### src/hw/rtl/tyrc_pkg.sv
// ----------------------------------------------------------------------------
// Tile YUV to RGBA compositor package
// Item types for the request and result channels, register map and the
// BT.601 limited-range conversion constants.
// ----------------------------------------------------------------------------
package tyrc_pkg;

  typedef struct packed {
    logic [15:0] tile_origin_x;
    logic [15:0] tile_origin_y;
    logic [11:0] pixel_col;
    logic [11:0] pixel_row;
    logic [7:0]  luma;
    logic [7:0]  chroma_blue;
    logic [7:0]  chroma_red;
  } in_item_t;

  typedef struct packed {
    logic        write_enable;
    logic [31:0] pixel_index;
    logic [31:0] pixel_word;
  } out_item_t;

  // Register map, one 32-bit word per register.
  localparam int CfgAddrWidth = 5;

  typedef enum logic [2:0] {
    REG_CROP_MODE     = 3'd0,
    REG_CROP_OFFSET_X = 3'd1,
    REG_CROP_OFFSET_Y = 3'd2,
    REG_OUTPUT_WIDTH  = 3'd3,
    REG_OUTPUT_HEIGHT = 3'd4,
    REG_OUTPUT_STRIDE = 3'd5
  } reg_idx_t;

  localparam logic [15:0] OutputSizeReset = 16'd1024;

  // Conversion arithmetic is done on 20-bit signed values.
  localparam logic signed [19:0] CoefY    = 20'sd298;
  localparam logic signed [19:0] CoefRV   = 20'sd409;
  localparam logic signed [19:0] CoefGU   = 20'sd100;
  localparam logic signed [19:0] CoefGV   = 20'sd208;
  localparam logic signed [19:0] CoefBU   = 20'sd516;
  localparam logic signed [19:0] LumaBias = 20'sd16;
  localparam logic signed [19:0] ChromaBias = 20'sd128;
  localparam logic signed [19:0] RoundBias  = 20'sd128;
  localparam logic [7:0]  AlphaOpaque = 8'hFF;

endpackage

### src/hw/rtl/tyrc_if.sv
// ----------------------------------------------------------------------------
// Tile YUV to RGBA compositor channels
// Valid/ready channels for pixel requests and placed ARGB results.
// ----------------------------------------------------------------------------
interface tyrc_in_if;
  logic               valid;
  logic               ready;
  tyrc_pkg::in_item_t data;

  modport source (output valid, output data, input ready);
  modport sink   (input valid, input data, output ready);
endinterface

interface tyrc_out_if;
  logic                valid;
  logic                ready;
  tyrc_pkg::out_item_t data;

  modport source (output valid, output data, input ready);
  modport sink   (input valid, input data, output ready);
endinterface

### src/hw/rtl/tile_yuv_to_rgba_compositor.sv
// ----------------------------------------------------------------------------
// Tile YUV to RGBA compositor
// Places tile pixels on the output image and converts them to packed ARGB.
// ----------------------------------------------------------------------------
// The block takes one pixel request per clock and delivers one result per
// clock while the sink holds ready high. Each request passes an input
// register and then a result register, which presents the result; the path
// between them holds the destination bounds check, one 16x16 multiply-add for
// the linear index and the BT.601 conversion with channel clipping. The input
// stalls only when both registers hold requests and the sink holds ready low.
// Configuration is to be written through the APB port while no request is in
// flight; the block itself does not enforce this.
module tile_yuv_to_rgba_compositor (
  input  logic                                clk,
  input  logic                                rst_n,
  tyrc_in_if.sink                             in_ch,
  tyrc_out_if.source                          out_ch,
  input  logic                                psel,
  input  logic                                penable,
  input  logic                                pwrite,
  input  logic [tyrc_pkg::CfgAddrWidth-1:0]   paddr,
  input  logic [31:0]                         pwdata,
  output logic [31:0]                         prdata,
  output logic                                pready
);
  import tyrc_pkg::*;

  // Configuration registers
  logic        crop_mode_r;
  logic [15:0] crop_offset_x_r;
  logic [15:0] crop_offset_y_r;
  logic [15:0] output_width_r;
  logic [15:0] output_height_r;
  logic [15:0] output_stride_r;

  // Pipeline registers
  logic      in_valid_r,  in_valid_nxt;
  in_item_t  in_data_r,   in_data_nxt;
  logic      out_valid_r, out_valid_nxt;
  out_item_t out_data_r,  out_data_nxt;

  logic     adv_out;
  logic     adv_in;
  logic     cfg_write;
  reg_idx_t cfg_idx;

  // Placement datapath
  logic signed [17:0] off_x;
  logic signed [17:0] off_y;
  logic signed [17:0] dst_x;
  logic signed [17:0] dst_y;
  logic               in_bounds;
  logic [31:0]        row_base;
  logic [31:0]        index_calc;

  // Conversion datapath
  logic signed [19:0] y_s;
  logic signed [19:0] u_s;
  logic signed [19:0] v_s;
  logic signed [19:0] sum_r;
  logic signed [19:0] sum_g;
  logic signed [19:0] sum_b;
  logic [7:0]         chan_r;
  logic [7:0]         chan_g;
  logic [7:0]         chan_b;

  function automatic logic [7:0] clip_channel(input logic signed [19:0] sum);
    logic signed [19:0] t;
    logic [7:0]         res;
    t = sum + RoundBias;
    if (t[19]) begin
      res = 8'd0;
    end else if (|t[18:16]) begin
      res = 8'hFF;
    end else begin
      res = t[15:8];
    end
    return res;
  endfunction

  // --------------------------------------------------------------------------
  // Configuration port
  // --------------------------------------------------------------------------
  assign pready    = 1'b1;
  assign cfg_write = psel && penable && pwrite;
  assign cfg_idx   = reg_idx_t'(paddr[CfgAddrWidth-1:2]);

  always_ff @(posedge clk) begin
    if (!rst_n) begin
      crop_mode_r     <= 1'b0;
      crop_offset_x_r <= 16'd0;
      crop_offset_y_r <= 16'd0;
      output_width_r  <= OutputSizeReset;
      output_height_r <= OutputSizeReset;
      output_stride_r <= OutputSizeReset;
    end else if (cfg_write) begin
      case (cfg_idx)
        REG_CROP_MODE:     crop_mode_r     <= pwdata[0];
        REG_CROP_OFFSET_X: crop_offset_x_r <= pwdata[15:0];
        REG_CROP_OFFSET_Y: crop_offset_y_r <= pwdata[15:0];
        REG_OUTPUT_WIDTH:  output_width_r  <= pwdata[15:0];
        REG_OUTPUT_HEIGHT: output_height_r <= pwdata[15:0];
        REG_OUTPUT_STRIDE: output_stride_r <= pwdata[15:0];
        default: ;
      endcase
    end
  end

  always_comb begin
    case (cfg_idx)
      REG_CROP_MODE:     prdata = {31'd0, crop_mode_r};
      REG_CROP_OFFSET_X: prdata = {16'd0, crop_offset_x_r};
      REG_CROP_OFFSET_Y: prdata = {16'd0, crop_offset_y_r};
      REG_OUTPUT_WIDTH:  prdata = {16'd0, output_width_r};
      REG_OUTPUT_HEIGHT: prdata = {16'd0, output_height_r};
      REG_OUTPUT_STRIDE: prdata = {16'd0, output_stride_r};
      default:           prdata = 32'd0;
    endcase
  end

  // --------------------------------------------------------------------------
  // Handshake
  // --------------------------------------------------------------------------
  assign adv_out      = !out_valid_r || out_ch.ready;
  assign adv_in       = !in_valid_r || adv_out;
  assign in_ch.ready  = adv_in;
  assign out_ch.valid = out_valid_r;
  assign out_ch.data  = out_data_r;

  // --------------------------------------------------------------------------
  // Placement: crop, bounds check and linear index
  // --------------------------------------------------------------------------
  always_comb begin
    off_x = crop_mode_r ? $signed({2'b00, crop_offset_x_r}) : 18'sd0;
    off_y = crop_mode_r ? $signed({2'b00, crop_offset_y_r}) : 18'sd0;
    dst_x = $signed({2'b00, in_data_r.tile_origin_x}) - off_x
          + $signed({6'd0, in_data_r.pixel_col});
    dst_y = $signed({2'b00, in_data_r.tile_origin_y}) - off_y
          + $signed({6'd0, in_data_r.pixel_row});

    // Non-negative destinations fit in 17 bits.
    in_bounds = !dst_x[17] && !dst_y[17]
             && (dst_x[16:0] < {1'b0, output_width_r})
             && (dst_y[16:0] < {1'b0, output_height_r});

    row_base   = {16'd0, dst_y[15:0]} * {16'd0, output_stride_r};
    index_calc = in_bounds ? (row_base + {16'd0, dst_x[15:0]}) : 32'd0;
  end

  // --------------------------------------------------------------------------
  // BT.601 limited-range conversion
  // --------------------------------------------------------------------------
  always_comb begin
    y_s = $signed({12'd0, in_data_r.luma}) - LumaBias;
    u_s = $signed({12'd0, in_data_r.chroma_blue}) - ChromaBias;
    v_s = $signed({12'd0, in_data_r.chroma_red}) - ChromaBias;

    sum_r = CoefY * y_s + CoefRV * v_s;
    sum_g = CoefY * y_s - CoefGU * u_s - CoefGV * v_s;
    sum_b = CoefY * y_s + CoefBU * u_s;

    chan_r = clip_channel(sum_r);
    chan_g = clip_channel(sum_g);
    chan_b = clip_channel(sum_b);
  end

  // --------------------------------------------------------------------------
  // Pipeline registers
  // --------------------------------------------------------------------------
  always_comb begin
    in_valid_nxt  = in_valid_r;
    in_data_nxt   = in_data_r;
    out_valid_nxt = out_valid_r;
    out_data_nxt  = out_data_r;

    if (adv_out) begin
      out_valid_nxt = in_valid_r;
      if (in_valid_r) begin
        out_data_nxt.write_enable = in_bounds;
        out_data_nxt.pixel_index  = index_calc;
        out_data_nxt.pixel_word   = {AlphaOpaque, chan_r, chan_g, chan_b};
      end
    end

    if (adv_in) begin
      in_valid_nxt = in_ch.valid;
      if (in_ch.valid) begin
        in_data_nxt = in_ch.data;
      end
    end
  end

  always_ff @(posedge clk) begin
    if (!rst_n) begin
      in_valid_r  <= 1'b0;
      out_valid_r <= 1'b0;
    end else begin
      in_valid_r  <= in_valid_nxt;
      out_valid_r <= out_valid_nxt;
    end
    in_data_r  <= in_data_nxt;
    out_data_r <= out_data_nxt;
  end

endmodule
### src/flat_wrapper.sv
// flat-port wrapper written by rule: the top's interface ports become plain ports
module tile_yuv_to_rgba_compositor_flat import tyrc_pkg::*;
  (clk, rst_n, psel, penable, pwrite, paddr, pwdata, prdata, pready, in_ch_valid, in_ch_data, in_ch_ready, out_ch_valid, out_ch_data, out_ch_ready);
  tyrc_in_if in_ch_i ();
  tyrc_out_if out_ch_i ();
  input  logic clk;
  input  logic rst_n;
  input  logic psel;
  input  logic penable;
  input  logic pwrite;
  input  logic [tyrc_pkg::CfgAddrWidth-1:0] paddr;
  input  logic [31:0] pwdata;
  output logic [31:0] prdata;
  output logic pready;
  input wire logic [$bits(in_ch_i.valid)-1:0] in_ch_valid;
  input wire logic [$bits(in_ch_i.data)-1:0] in_ch_data;
  output wire logic [$bits(in_ch_i.ready)-1:0] in_ch_ready;
  output wire logic [$bits(out_ch_i.valid)-1:0] out_ch_valid;
  output wire logic [$bits(out_ch_i.data)-1:0] out_ch_data;
  input wire logic [$bits(out_ch_i.ready)-1:0] out_ch_ready;
  assign in_ch_i.valid = in_ch_valid;
  assign in_ch_i.data = in_ch_data;
  assign in_ch_ready = in_ch_i.ready;
  assign out_ch_valid = out_ch_i.valid;
  assign out_ch_data = out_ch_i.data;
  assign out_ch_i.ready = out_ch_ready;
  tile_yuv_to_rgba_compositor u_core (.clk(clk), .rst_n(rst_n), .in_ch(in_ch_i), .out_ch(out_ch_i), .psel(psel), .penable(penable), .pwrite(pwrite), .paddr(paddr), .pwdata(pwdata), .prdata(prdata), .pready(pready));
endmodule
### config.mk
export PLATFORM = sky130hd
export DESIGN_NAME = tile_yuv_to_rgba_compositor_flat
export DESIGN_NICKNAME = d
export VERILOG_FILES = /design/src/hw/rtl/tyrc_pkg.sv /design/src/hw/rtl/tyrc_if.sv /design/src/hw/rtl/tile_yuv_to_rgba_compositor.sv /design/src/flat_wrapper.sv
export SDC_FILE = /design/constraint.sdc
export NUM_CORES = 1
export LEC_CHECK = 0
export BUFFER_PORTS_ARGS = -buffer_cell sky130_fd_sc_hd__buf_2
export CAP_MARGIN = 20
export CORE_ASPECT_RATIO = 1.2
export CORE_MARGIN = 2
export CORE_UTILIZATION = 45
export CTS_CLUSTER_SIZE = 24
export DETAILED_ROUTE_END_ITERATION = 6
export GPL_TIMING_DRIVEN = 0
export PLACE_DENSITY = 0.6
export SETUP_SLACK_MARGIN = 0.3
export SYNTH_ARGS = -nofsm -noshare
export SYNTH_HDL_FRONTEND = slang
export SYNTH_SLANG_ARGS = --single-unit
### constraint.sdc
create_clock -name clk -period 17.1 [get_ports clk]
set_input_delay 3.42 -clock clk [delete_from_list [all_inputs] [get_ports clk]]
set_output_delay 3.42 -clock clk [all_outputs]
set_load 0.01 [all_outputs]
# Word level (Yosys, flattened, before mapping)
# Cells that the tools add are included.
# Widths: inputs -> output; s select.
dict set report totals {
  ff_bits 220
  in_bits 124
  out_inout_bits 100
  wordCells 77
}
dict set report op_classes {
  add_sub_neg 15
  mul 6
  magnitude_cmp 2
  eq_ne 5
  mux 6
  reduce_logical 23
}
# cell n
set ops {}
lappend ops {{$pmux 16 s6} 1}
lappend ops {{$add 20x9->20 const B} 3}
lappend ops {{$add 20x20->20} 2}
lappend ops {{$sub 20x20->20} 2}
lappend ops {{$add 18x13->18} 2}
lappend ops {{$sub 17x18->18} 2}
lappend ops {{$lt 17x16->1} 2}
lappend ops {{$add 32x16->32} 1}
lappend ops {{$mul 16x16->32} 1}
lappend ops {{$mux 16} 2}
lappend ops {{$mux 8} 3}
lappend ops {{$mul 10x20->20 const A} 1}
lappend ops {{$mul 5x20->16 const A} 1}
lappend ops {{$mul 6x20->18 const A} 1}
lappend ops {{$mul 9x20->18 const A} 1}
lappend ops {{$mul 9x20->19 const A} 1}
lappend ops {{$sub 8x8->9 const B} 2}
lappend ops {{$reduce_and 2->1} 8}
lappend ops {{$reduce_or 3->1} 3}
lappend ops {{$sub 8x5->9 const B} 1}
lappend ops {{$eq 3x2->1 const B} 2}
lappend ops {{$eq 3x3->1 const B} 2}
lappend ops {{$logic_and 1x1->1} 5}
lappend ops {{$logic_not 1->1} 4}
lappend ops {{other kinds (3)} 4}

# Logic depth before layout (Yosys ltp)
# Gate-level depths: netlist of the first run.
dict set report logic_depth {
  depth_word 7
  depth_mapped 37
  depth_no_buf 36
}

# Least setup slack after synthesis of the first run
# Ideal clock, no wire load.
dict set report synth_timing {
  path_kind {flip-flop to flip-flop}
  startpoint {register u_core.crop_mode_r}
  endpoint {register u_core.out_data_r, in the netlist u_core.out_ch.data[62], data pin}
  setup_time_ps 257
  arrival_ps 8264
  t_required_ps 16843
  slack_ps 8579
  stages_incl_launch_ff 36
  n_path_buf 3
  synth_period_minus_slack_ps 8521
  path_cell_list {dfxtp_1 clkbuf_1 and2_1 fa_1 inv_1 ha_1 a211oi_1 nor2_1 o41ai_2 inv_1 a21oi_1 o21bai_1 a21oi_1 xnor2_1 clkbuf_1 nand2_1 fa_1 fa_1 fa_1 inv_1 fa_1 fa_1 inv_1 fa_1 inv_1 ha_1 clkbuf_1 a21oi_1 o211ai_1 a211oi_1 a21o_1 a31oi_1 o41a_1 a211oi_1 xor2_1 nor2_1}
}
dict set report synth_via {
  elab_chain_cells 7
  elab_cells_between_ends 15
  cone_classes {5 x add/sub; 1 x mul; 2 x order compare; 2 x mux; 5 x reduce/logical}
}
# item line_no
set synth_rtl {}
lappend synth_rtl {{start: declaration} tile_yuv_to_rgba_compositor.sv:29} ;# logic crop_mode_r;
lappend synth_rtl {{start signal: assignment} tile_yuv_to_rgba_compositor.sv:98} ;# REG_CROP_MODE: crop_mode_r <= pwdata[0];
lappend synth_rtl {{branches (longest 7 deep; another with $mul 16x16->32)} --}
lappend synth_rtl {{end signal: assignment} tile_yuv_to_rgba_compositor.sv:202} ;# out_data_r <= out_data_nxt;
lappend synth_rtl {{end: declaration} tile_yuv_to_rgba_compositor.sv:40} ;# out_item_t out_data_r, out_data_nxt;
# Several ways; the timed one is not identified.
# A chain may end at the register's enable or synchronous reset.

# Worst setup path after layout of the first run
dict set report layout_timing {
  startpoint {register u_core.crop_mode_r}
  endpoint {register u_core.out_data_r, in the netlist u_core.out_ch.data[63], data pin}
}
# Same word-level chain as after synthesis.

==> impl_metrics.py, run 1 <==
metrics = {
    "outcome": {
        "outcome": "completed",
    },
    "synth": {
        "yosysWarningCount": 0,
        "syn_area_sq_um": 27410,
        "avgSynthCellArea_sq_um": 9.421,
        "synth_fa_ha_area_share_pct": 40.55,
        "ys_types": 75,
        "synth_ff_type": "edfxtp_1",
        "synthCells": 2909,
        "ys_seq_elements": 220,
        "yosys-mux-area-fraction_pct": 1.434,
        "synthXorXnorAreaFrac_pct": 3.840,
        "synth_simple_gate_area_share_pct": 12.73,
        "synth_edf_count": 137,
        "synth.yosys.seq_area_share_pct": 21.07,
        "synthArstFlopShare_pct": 0,
        "synth-compound-area-share_pct": 10.98,
        "synth_top_family_by_area": "adder cells",
    },
    "placement": {
        "place_hpwl_mm": 60.84,
        "placed_area_sq_um": 29480,
        "gp_congestion": 0.9277,
        "portBuffers": 178,
    },
    "floorplan": {
        "dieArea_sq_um": 62900,
        "die_h_microns": 274.3,
        "coreArea_sq_um": 60570,
        "rows": 99,
        "start_util_pct": 45.24,
        "die_w_microns": 229.3,
        "pin_count": 224,
    },
    "cells_and_area": {
        "syn2layout_area_growth_pct": 10.77,
        "regArea_sq_um": 5776,
        "mostFrequentLayoutCells": "inv_1, ha_1, nand2_1",
        "nFillCells": 5711,
        "diodes": 0,
        "multi_input_area_sq_um": 19160,
        "final_common_cell": "inv_1",
        "drive_above_1_share_pct": 9.628,
        "stdcell_area_sq_um": 30360,
        "nNetsFinal": 3976,
    },
    "detailed_routing": {
        "route.detailed.drc": 0,
        "drtIter0Drc": 777,
        "drt-total-wl_mm": 71.40,
        "drtPass1Iterations": 5,
        "viasPerCell": 5.139,
        "num_vias": 20433,
        "drtAntennaViolNets": 0,
        "routedWlPerCell_microns": 17.96,
    },
    "critical_path": {
        "r2r_start": "u_core.crop_mode_r",
        "required_ns": 17.46,
        "cp.arrival_ns": 11.28,
        "r2r_slack_ns": 6.18,
        "crit_path_top_delay_cell": "o41ai_2",
        "r2r-end": "u_core.out_ch.data[63]",
        "cp_num_cells": 35,
        "cp_common_cell": "fa_1",
        "cp-start-kind": "flip-flop",
        "end_kind": "flip-flop",
        "crit_family": "adder cells",
        "critical_path.endpoint": "u_core.out_ch.data[63]",
        "max_stage_delay_ns": 0.72,
        "critPathBufInv": 8,
        "critPathKind": "reg2reg",
        "critPathMaxFanout": 10,
        "cp-startpoint": "u_core.crop_mode_r",
        "r2r_cells": 35,
    },
    "timing": {
        "max_slew_margin_pct": 26.00,
        "finalMaxSlewViolations": 0,
        "finalCriticalPeriod_ns": 10.92,
        "rsz0062_at_grt": "false",
        "fin_crit_sh_pct": 63.84,
        "clock.fmax_mhz": 91.60,
        "fin_tns_setup_ns": 0,
        "worst_pin_slew_ns": 1.102,
        "setup_viol": 0,
        "hold_viol": 0,
        "skew_ns": 0.008450,
    },
    "global_routing": {
        "grt_pass1_wl_mm": 113.7,
        "grt_overflow": 0,
        "antenna_found_initial": 0,
        "grt_pass1_vias": 21921,
        "grt_max_degree": 63,
        "grt_use_total_pct": 23.09,
    },
    "power": {
        "power.density_nw_per_um2": 131.3,
        "ir_drop_uv": 195.4,
        "power.total_mw": 3.987,
        "p_leak_nw": 14.49,
    },
    "clock_network": {
        "cts.repair.resized": 0,
        "cts.path.max_buffers": 3,
        "path_clk_slew_ns": 0.06,
        "postCtsSetupBuffers": 0,
        "insertion_delay_ns": 0.61,
        "cts_tree": "yes",
        "htreeDepth": 1,
        "numCtsBuffers": 29,
        "clock_sinks": 220,
        "ctsHoldBuffers": 0,
        "clock-root-buffer": "clkbuf_16",
    },
    "run": {
        "drv_cap": 0,
    },
    "min_path": {
        "hold_class": "reg2reg",
    },
}
## layer usage
metal | vias to the layer above | wire length (microns) | global-route usage, %
met5 | - | 0 | 0
met4 | 0 | 4611 | 12.83
met3 | 192 | 3155 | 2.496
met2 | 531 | 37000 | 43.66
met1 | 9848 | 26630 | 25.11
li1 | 9862 | - | -
## worst register-to-register path: cells and delay by family (launching register included)
family                     cells  cell delay [ns]
DFF                            1             0.50
xor gates and xnor gates       2             0.51
adders and majority gates      9             4.07
and+or+nand+nor                5             0.84
AOI/OAI and AO/OA             11             3.16
buffers and inverters          8             1.60
## through the flow
step | utilization [%] | std cells | hold slack, ns | worst slack (ns)
2_1_floorplan | - | 2932 | 0.4487 | 8.579
3_3_place_gp | 48.53 | 3918 | 0.4599 | 6.240
3_5_place_dp | 48.67 | 3922 | 0.4722 | 6.152
4_1_cts | 50.12 | 3976 | 0.4856 | 6.095
5_1_grt | 50.12 | 3976 | 0.4995 | 5.601
6_report | 50.12 | 3976 | 0.4857 | 6.183
## sequential cells by signal (all words and copies together) (netlist names)
signal and count:
u_core.output_stride_r 16, u_core.out_ch.valid 1, u_core.crop_offset_y_r 16, u_core.output_height_r 16
u_core.crop_offset_x_r 16, u_core.output_width_r 16, u_core.in_data_r 80, u_core.in_valid_r 1
u_core.crop_mode_r 1, u_core.out_ch.data 57
## synth_stat cells (4+ instances only)
cell type / instances / share of area [%]
and2_1: 148 / 3.4
mux2i_1: 19 / 0.69
a21boi_0: 80 / 2.2
nor3_1: 20 / 0.37
o21ai_0: 54 / 0.99
or2_2: 8 / 0.18
a21oi_1: 87 / 1.6
dfxtp_1: 83 / 6.1
and3_1: 6 / 0.14
a2111oi_0: 4 / 0.13
nand4_1: 12 / 0.27
xnor2_1: 78 / 2.5
nand2_1: 344 / 4.7
inv_1: 550 / 7.5
nor2_1: 92 / 1.3
o21ai_1: 5 / 0.091
a31oi_1: 12 / 0.27
nand2b_1: 18 / 0.41
nand3_1: 24 / 0.44
mux2_2: 16 / 0.66
o21bai_1: 8 / 0.22
a22oi_1: 15 / 0.41
ha_1: 405 / 18
or3_1: 10 / 0.23
clkbuf_1: 70 / 0.96
xor2_1: 39 / 1.2
nor2b_1: 31 / 0.71
o211ai_1: 12 / 0.33
a21o_1: 41 / 1.1
buf_4: 26 / 0.71
a211oi_1: 18 / 0.49
fa_1: 302 / 22
o2111ai_1: 5 / 0.16
edfxtp_1: 137 / 15
o21a_1: 48 / 1.3
o22ai_1: 20 / 0.46
## logic make-up after synthesis
kind of cell / after synthesis
muxes: 36
xor gates and xnor gates: 118
DFF: 220
buffers and inverters: 655
and+or+nand+nor: 730
other: 2
adders and majority gates: 707
AOI/OAI and AO/OA: 441
## power by group
group / total, mW / switching, mW / leakage (nW) / internal [mW]
Combinational: 2.76 / 1.58 / 12.1 / 1.18
Sequential: 0.649 / 0.0174 / 1.98 / 0.631
Clock: 0.576 / 0.261 / 0.413 / 0.315
Total: 3.99 / 1.86 / 14.5 / 2.13
## worst min-delay path by stage
| stage | from | endpoint | depth (start not counted) | slack, ns |
|---|---|---|---|---|
| floorplan | u_core.output_height_r[0] | u_core.output_height_r[0] | 2 | 0.45 |
| global placement | u_core.crop_offset_y_r[1] | u_core.crop_offset_y_r[1] | 2 | 0.46 |
| detailed placement | u_core.output_height_r[6] | u_core.output_height_r[6] | 2 | 0.47 |
| CTS | u_core.output_height_r[11] | u_core.output_height_r[11] | 2 | 0.49 |
| global route | u_core.output_height_r[5] | u_core.output_height_r[5] | 2 | 0.50 |
| finish | u_core.crop_offset_x_r[11] | u_core.crop_offset_x_r[11] | 2 | 0.49 |
## cell type report
| cell class | count | area share [%] |
|---|---|---|
| Buffer | 102 | 1.620 |
| Clock buffer | 36 | 2.477 |
| Clock inverter | 18 | 0.4163 |
| Inverter | 553 | 6.838 |
| Multi-Input combinational cell | 2057 | 63.11 |
| Sequential cell | 220 | 19.03 |
| Tap cell | 808 | 3.330 |
| Timing Repair Buffer | 182 | 3.182 |
Power figures use the tool's default switching activity.
==> run 2: changes to the inputs <==
==> constraint.sdc (replaced) <==
create_clock -name clk -period 10.76 [get_ports clk]
set_input_delay 2.152 -clock clk [delete_from_list [all_inputs] [get_ports clk]]
set_output_delay 2.152 -clock clk [all_outputs]
set_load 0.01 [all_outputs]
==> run 2 against run 1 <==
Net effect:
- setup slack got worse by 5.4 ns
- total power rose by 59%
- sequential power rose by 59%
- combinational power rose by 59%
- wire length barely moved
- critical path type unchanged
- critical endpoint is now u_core.out_ch.data[62]
==> impl_metrics.py, run 2 (synthesis results as in run 1) <==
metrics = {
    "global_routing": {
        "grt_pass1_vias": 21928,
        "antenna_found_initial": 0,
        "grt_overflow": 0,
        "grt_pass1_wl_mm": 113.8,
        "grt_max_degree": 63,
        "grt_use_total_pct": 23.10,
    },
    "critical_path": {
        "required_ns": 11.11,
        "crit_family": "adder cells",
        "crit_path_top_delay_cell": "fa_1",
        "r2r-end": "u_core.out_ch.data[62]",
        "cp.arrival_ns": 10.36,
        "critPathMaxFanout": 10,
        "cp-start-kind": "flip-flop",
        "r2r_slack_ns": 0.75,
        "critPathKind": "reg2reg",
        "r2r_cells": 34,
        "cp_common_cell": "fa_1",
        "end_kind": "flip-flop",
        "critPathBufInv": 7,
        "r2r_start": "u_core.crop_mode_r",
        "max_stage_delay_ns": 0.56,
    },
    "placement": {
        "portBuffers": 178,
        "placedCellCount": 3922,
        "gp_congestion": 0.9277,
        "place_hpwl_mm": 60.84,
        "placed_area_sq_um": 29480,
    },
    "timing": {
        "finalCriticalPeriod_ns": 10.01,
        "skew_ns": 0.01349,
        "hold_viol": 0,
        "fin_crit_sh_pct": 93.06,
        "max_slew_margin_pct": 25.92,
        "finalMaxSlewViolations": 0,
        "setup_viol": 0,
        "worst_pin_slew_ns": 1.103,
        "rsz0062_at_grt": "false",
        "clock.fmax_mhz": 99.87,
        "hold_ws_ns": 0.4842,
    },
    "floorplan": {
        "die_h_microns": 274.3,
        "pin_count": 224,
        "coreArea_sq_um": 60570,
        "start_util_pct": 45.24,
        "dieArea_sq_um": 62900,
        "die_w_microns": 229.3,
        "rows": 99,
    },
    "cells_and_area": {
        "diodes": 0,
        "layoutNonFillerInstCount": 3977,
        "mostFrequentLayoutCells": "inv_1, ha_1, nand2_1",
        "utilization_pct": 50.28,
        "regArea_sq_um": 5776,
        "drive_above_1_share_pct": 10.19,
        "largest_reg_flops": 80,
        "nFillCells": 5701,
        "nNetsFinal": 3977,
        "multi_input_area_sq_um": 19230,
        "syn2layout_area_growth_pct": 11.13,
        "final_common_cell": "inv_1",
        "regMostFlops": "u_core.in_data_r",
        "stdcell_area_sq_um": 30450,
    },
    "detailed_routing": {
        "drtIter0Drc": 841,
        "route.detailed.drc": 0,
        "num_vias": 20363,
        "drtPass1Iterations": 5,
        "viasPerCell": 5.120,
        "drt-total-wl_mm": 71.35,
        "drtAntennaViolNets": 0,
        "routedWlPerCell_microns": 17.94,
    },
    "clock_network": {
        "clock-root-buffer": "clkbuf_16",
        "htreeDepth": 1,
        "numCtsBuffers": 29,
        "path_clk_slew_ns": 0.06,
        "insertion_delay_ns": 0.61,
        "cts_tree": "yes",
        "cts.path.max_buffers": 3,
        "clock_sinks": 220,
    },
    "min_path": {
        "min_delay_worst_endpoint": "u_core.output_height_r[11]",
        "hold_depth": 2,
        "holdCritStartpoint": "u_core.output_height_r[11]",
        "hold_class": "reg2reg",
    },
    "run": {
        "drv_cap": 0,
    },
    "power": {
        "power.total_mw": 6.339,
        "ir_drop_uv": 308.1,
        "p_leak_nw": 14.56,
        "power.density_nw_per_um2": 208.2,
    },
    "outcome": {
        "outcome": "completed",
    },
}
[run 2: layout make-up]
type                       instances  area share (%)
sequential                       220           18.96
tap                              808           3.320
clock buffer                      36           2.469
inverter                         553           6.816
timing repair buffer             183           3.196
multi-input combinational       2057           63.14
clock inverter                    18          0.4150
buffer                           102           1.680
[run 2: worst reg2reg max path: cells and delay by family, from the launching register on]
| family | cells | cell delay (ns) |
|---|---|---|
| compound gates | 11 | 2.73 |
| xor+xnor | 2 | 0.60 |
| fa+ha+maj | 9 | 4.06 |
| buf+inv | 7 | 1.17 |
| flops | 1 | 0.50 |
| simple gates | 5 | 0.69 |
[run 2: stage by stage]
step                setup slack, ns  TNS [ns]
detailed placement          -0.1885   -0.3170
finish                       0.7466         0
global placement           -0.09987  -0.09987
global route                 0.2546         0
floorplan                     2.239         0
CTS                          0.3016         0
[run 2: repair_timing]
action                                  in CTS  in global routing
gates resized for setup                      6                 27
hold buffers                                 0                  0
endpoints found under the setup margin       8                  9
pin swaps                                    0                  1
setup buffers                                0                  1
[run 2: worst max-delay path by stage]
stage / start / endpoint / slack (ns) / cells after the start
6_report: u_core.crop_mode_r / u_core.out_ch.data[62] / 0.75 / 34
5_1_grt: u_core.crop_mode_r / u_core.out_ch.data[62] / 0.25 / 37
4_1_cts: u_core.crop_mode_r / u_core.out_ch.data[62] / 0.30 / 33
3_5_place_dp: u_core.crop_mode_r / u_core.out_ch.data[63] / -0.19 / 35
3_3_place_gp: u_core.crop_mode_r / u_core.out_ch.data[63] / -0.1 / 35
2_1_floorplan: u_core.crop_mode_r / u_core.out_ch.data[62] / 2.24 / 35
[run 2: layer usage]
| metal | GRT usage, % | vias to the layer above | wire length (microns) |
|---|---|---|---|
| li1 | - | 9865 | - |
| met1 | 25.12 | 9876 | 26780 |
| met2 | 43.68 | 446 | 37300 |
| met3 | 2.496 | 176 | 2881 |
| met4 | 12.83 | 0 | 4391 |
| met5 | 0 | - | 0 |
[run 2: report_power, final]
group	internal, mW	total [mW]	leakage (nW)	switching [mW]
registers	1.00	1.03	1.98	0.0276
logic	1.88	4.39	12.2	2.51
clock network	0.500	0.915	0.413	0.415
==> run 3: changes to the inputs <==
--- a/config.mk
+++ b/config.mk
@@ -5,6 +5,7 @@
 export SDC_FILE = /design/constraint.sdc
 export NUM_CORES = 1
 export LEC_CHECK = 0
+export ABC_AREA = 1
 export BUFFER_PORTS_ARGS = -buffer_cell sky130_fd_sc_hd__buf_2
 export CAP_MARGIN = 20
 export CORE_ASPECT_RATIO = 1.2
==> run 3 against run 2 <==
Net effect:
- die area grew 2.2%
- synthesized area grew 2.3%
- cell area grew 1.8%
- wire length grew 11%
==> impl_metrics.py, run 3 <==
metrics = {
    "clock_network": {
        "numCtsBuffers": 26,
        "insertion_delay_ns": 0.60,
        "clock-root-buffer": "clkbuf_16",
        "ctsHoldBuffers": 0,
        "htreeDepth": 1,
        "cts_tree": "yes",
        "cts.repair.resized": 0,
        "path_clk_slew_ns": 0.06,
        "clock_sinks": 220,
        "postCtsSetupBuffers": 0,
        "cts.path.max_buffers": 3,
    },
    "global_routing": {
        "grt_max_degree": 49,
        "grt_pass1_wl_mm": 124.8,
        "grt_use_total_pct": 25.21,
        "grt_overflow": 0,
        "antenna_found_initial": 0,
        "grt_pass1_vias": 23363,
    },
    "timing": {
        "fin_crit_sh_pct": 85.12,
        "finalMaxSlewViolations": 0,
        "clock.fmax_mhz": 109.2,
        "setup_viol": 0,
        "max_slew_margin_pct": 26.64,
        "finalCriticalPeriod_ns": 9.158,
        "hold_viol": 0,
        "fin_tns_setup_ns": 0,
        "skew_ns": 0.03793,
        "worst_pin_slew_ns": 1.089,
        "fin_ws_ns": 1.602,
        "rsz0062_at_grt": "false",
    },
    "floorplan": {
        "start_util_pct": 45.34,
        "dieArea_sq_um": 64290,
        "die_w_microns": 231.8,
        "die_h_microns": 277.4,
        "pin_count": 224,
        "coreArea_sq_um": 61810,
        "rows": 100,
    },
    "power": {
        "power.density_nw_per_um2": 239.4,
        "p_leak_nw": 16.03,
        "ir_drop_uv": 267.0,
    },
    "placement": {
        "placed_area_sq_um": 30160,
        "place_hpwl_mm": 66.55,
        "pre_cts_ws_ns": 1.531,
        "portBuffers": 178,
        "gp_congestion": 0.9297,
        "placedCellCount": 4426,
    },
    "outcome": {
        "outcome": "completed",
    },
    "cells_and_area": {
        "mostFrequentLayoutCells": "inv_1, nand2_1, ha_1",
        "final_common_cell": "inv_1",
        "regMostFlops": "u_core.in_data_r",
        "nFillCells": 6141,
        "utilization_pct": 50.14,
        "drive_above_1_share_pct": 8.172,
        "nNetsFinal": 4470,
        "stdcell_area_sq_um": 30990,
        "layoutNonFillerInstCount": 4475,
        "syn2layout_area_growth_pct": 10.60,
        "diodes": 0,
        "largest_reg_flops": 80,
    },
    "critical_path": {
        "r2r_start": "u_core.crop_mode_r",
        "crit_family": "adder cells",
        "cp-startpoint": "u_core.crop_mode_r",
        "crit_path_top_delay_cell": "clkinv_1",
        "r2r_slack_ns": 1.60,
        "r2r-end": "u_core.out_ch.data[58]",
        "critPathKind": "reg2reg",
        "cp_common_cell": "fa_1",
        "cp-start-kind": "flip-flop",
        "end_kind": "flip-flop",
        "critPathMaxFanout": 10,
        "r2r_cells": 30,
        "max_stage_delay_ns": 0.63,
        "critPathBufInv": 9,
        "cp.arrival_ns": 9.59,
        "required_ns": 11.19,
    },
    "synth": {
        "yosys.area.top_type": "fa_1",
        "synth_area_leaders": "fa_1, ha_1, edfxtp_1",
        "synth_commonest_cells": "inv_1, nand2_1, ha_1, nor2_1, fa_1",
        "synth_ff_type": "edfxtp_1",
        "synth_top_area_share_pct": 21.58,
        "synthArstFlopShare_pct": 0,
        "ys_types": 53,
        "synth_edf_count": 137,
        "avgSynthCellArea_sq_um": 8.234,
        "ys_seq_elements": 220,
        "yosysMostFrequentCell": "inv_1",
        "yosysWarningCount": 0,
        "synth.yosys.seq_area_share_pct": 20.61,
        "syn_area_sq_um": 28020,
        "synthCells": 3403,
    },
    "detailed_routing": {
        "num_vias": 22593,
        "drtPass1Iterations": 5,
        "wl_met2_mm": 38.10,
        "routedWlPerCell_microns": 17.63,
        "met3_length_mm": 4.330,
        "drtAntennaViolNets": 0,
        "met1_length_mm": 31.63,
        "dr.max_layer_used": "met4",
        "route.detailed.drc": 0,
        "drtIter0Drc": 1370,
        "drt-total-wl_mm": 78.88,
        "viasPerCell": 5.049,
    },
    "run": {
        "drv_cap": 0,
    },
    "min_path": {
        "hold_class": "reg2reg",
        "min_delay_worst_endpoint": "u_core.output_height_r[4]",
        "hold_depth": 2,
        "holdCritStartpoint": "u_core.output_height_r[4]",
    },
}
run 3: cell count changes in the layout (fill, tap and decap cells not counted), moves of 62 or more:
cell and change:
nand3_1 +62, a21boi_0 -77, and2_1 -146, nand2_1 +177, inv_1 +220, a21oi_1 +113
nor2_1 +239, o21ai_0 +113
run 3: cell type report:
| cell class | instances | area, sq um | share of cell area (%) |
|---|---|---|---|
| clock buffers | 31 | 679.4 | 2.192 |
| plain buffers | 85 | 441.7 | 1.425 |
| repair buffers | 185 | 1020 | 3.290 |
| flip-flops and latches | 220 | 5776 | 18.64 |
| clock inverters | 17 | 148.9 | 0.4804 |
| well taps | 816 | 1021 | 3.294 |
| multi-input cells | 2334 | 18950 | 61.14 |
| inverters | 787 | 2957 | 9.540 |
run 3: kinds of logic (layout without fill, tap and decap cells):
| family | after synthesis | count (layout) | synth area share [%] |
|---|---|---|---|
| simple gates | 1025 | 1025 | 14.87 |
| buf+inv | 872 | 1105 | 12.12 |
| fa+ha+maj | 707 | 707 | 39.66 |
| compound gates | 467 | 467 | 9.158 |
| flops | 220 | 220 | 20.61 |
| xor+xnor | 110 | 110 | 3.559 |
| other cells | 2 | 25 | 0.02680 |
run 3: routing by layer:
layer	track usage (%)	vias to the layer above
met2	44.32	634
met5	0	-
met3	4.132	200
met1	29.28	10644
met4	13.21	0
li1	-	11115
run 3: worst min-delay path: cells and delay by family, from the launching register on:
kind,cells,cell delay (ns)
flops,1,0.29
compound gates,1,0.07
buf+inv,1,0.08
run 3: through the flow:
step | hold slack (ns) | total power, mW
CTS | 0.4877 | 7.460
floorplan | 0.4479 | 5.160
detailed placement | 0.4784 | 6.531
finish | 0.4882 | 7.419
global placement | 0.4652 | 6.557
global route | 0.5139 | 8.322
run 3: worst max-delay path by stage:
stage | to | slack (ns) | cells past startpoint
2_1_floorplan | u_core.out_ch.data[58] | 3.29 | 38
3_3_place_gp | u_core.out_ch.data[58] | 1.49 | 30
3_5_place_dp | u_core.out_ch.data[58] | 1.53 | 27
4_1_cts | u_core.out_ch.data[58] | 1.44 | 27
5_1_grt | u_core.out_ch.data[58] | 1.10 | 29
6_report | u_core.out_ch.data[58] | 1.60 | 30
run 3: report_power, final:
part           total (mW)  internal [mW]  switching [mW]
clock network       0.871          0.480           0.391
logic                5.51           1.97            3.54
registers            1.04           1.01          0.0307
total                7.42           3.46            3.96
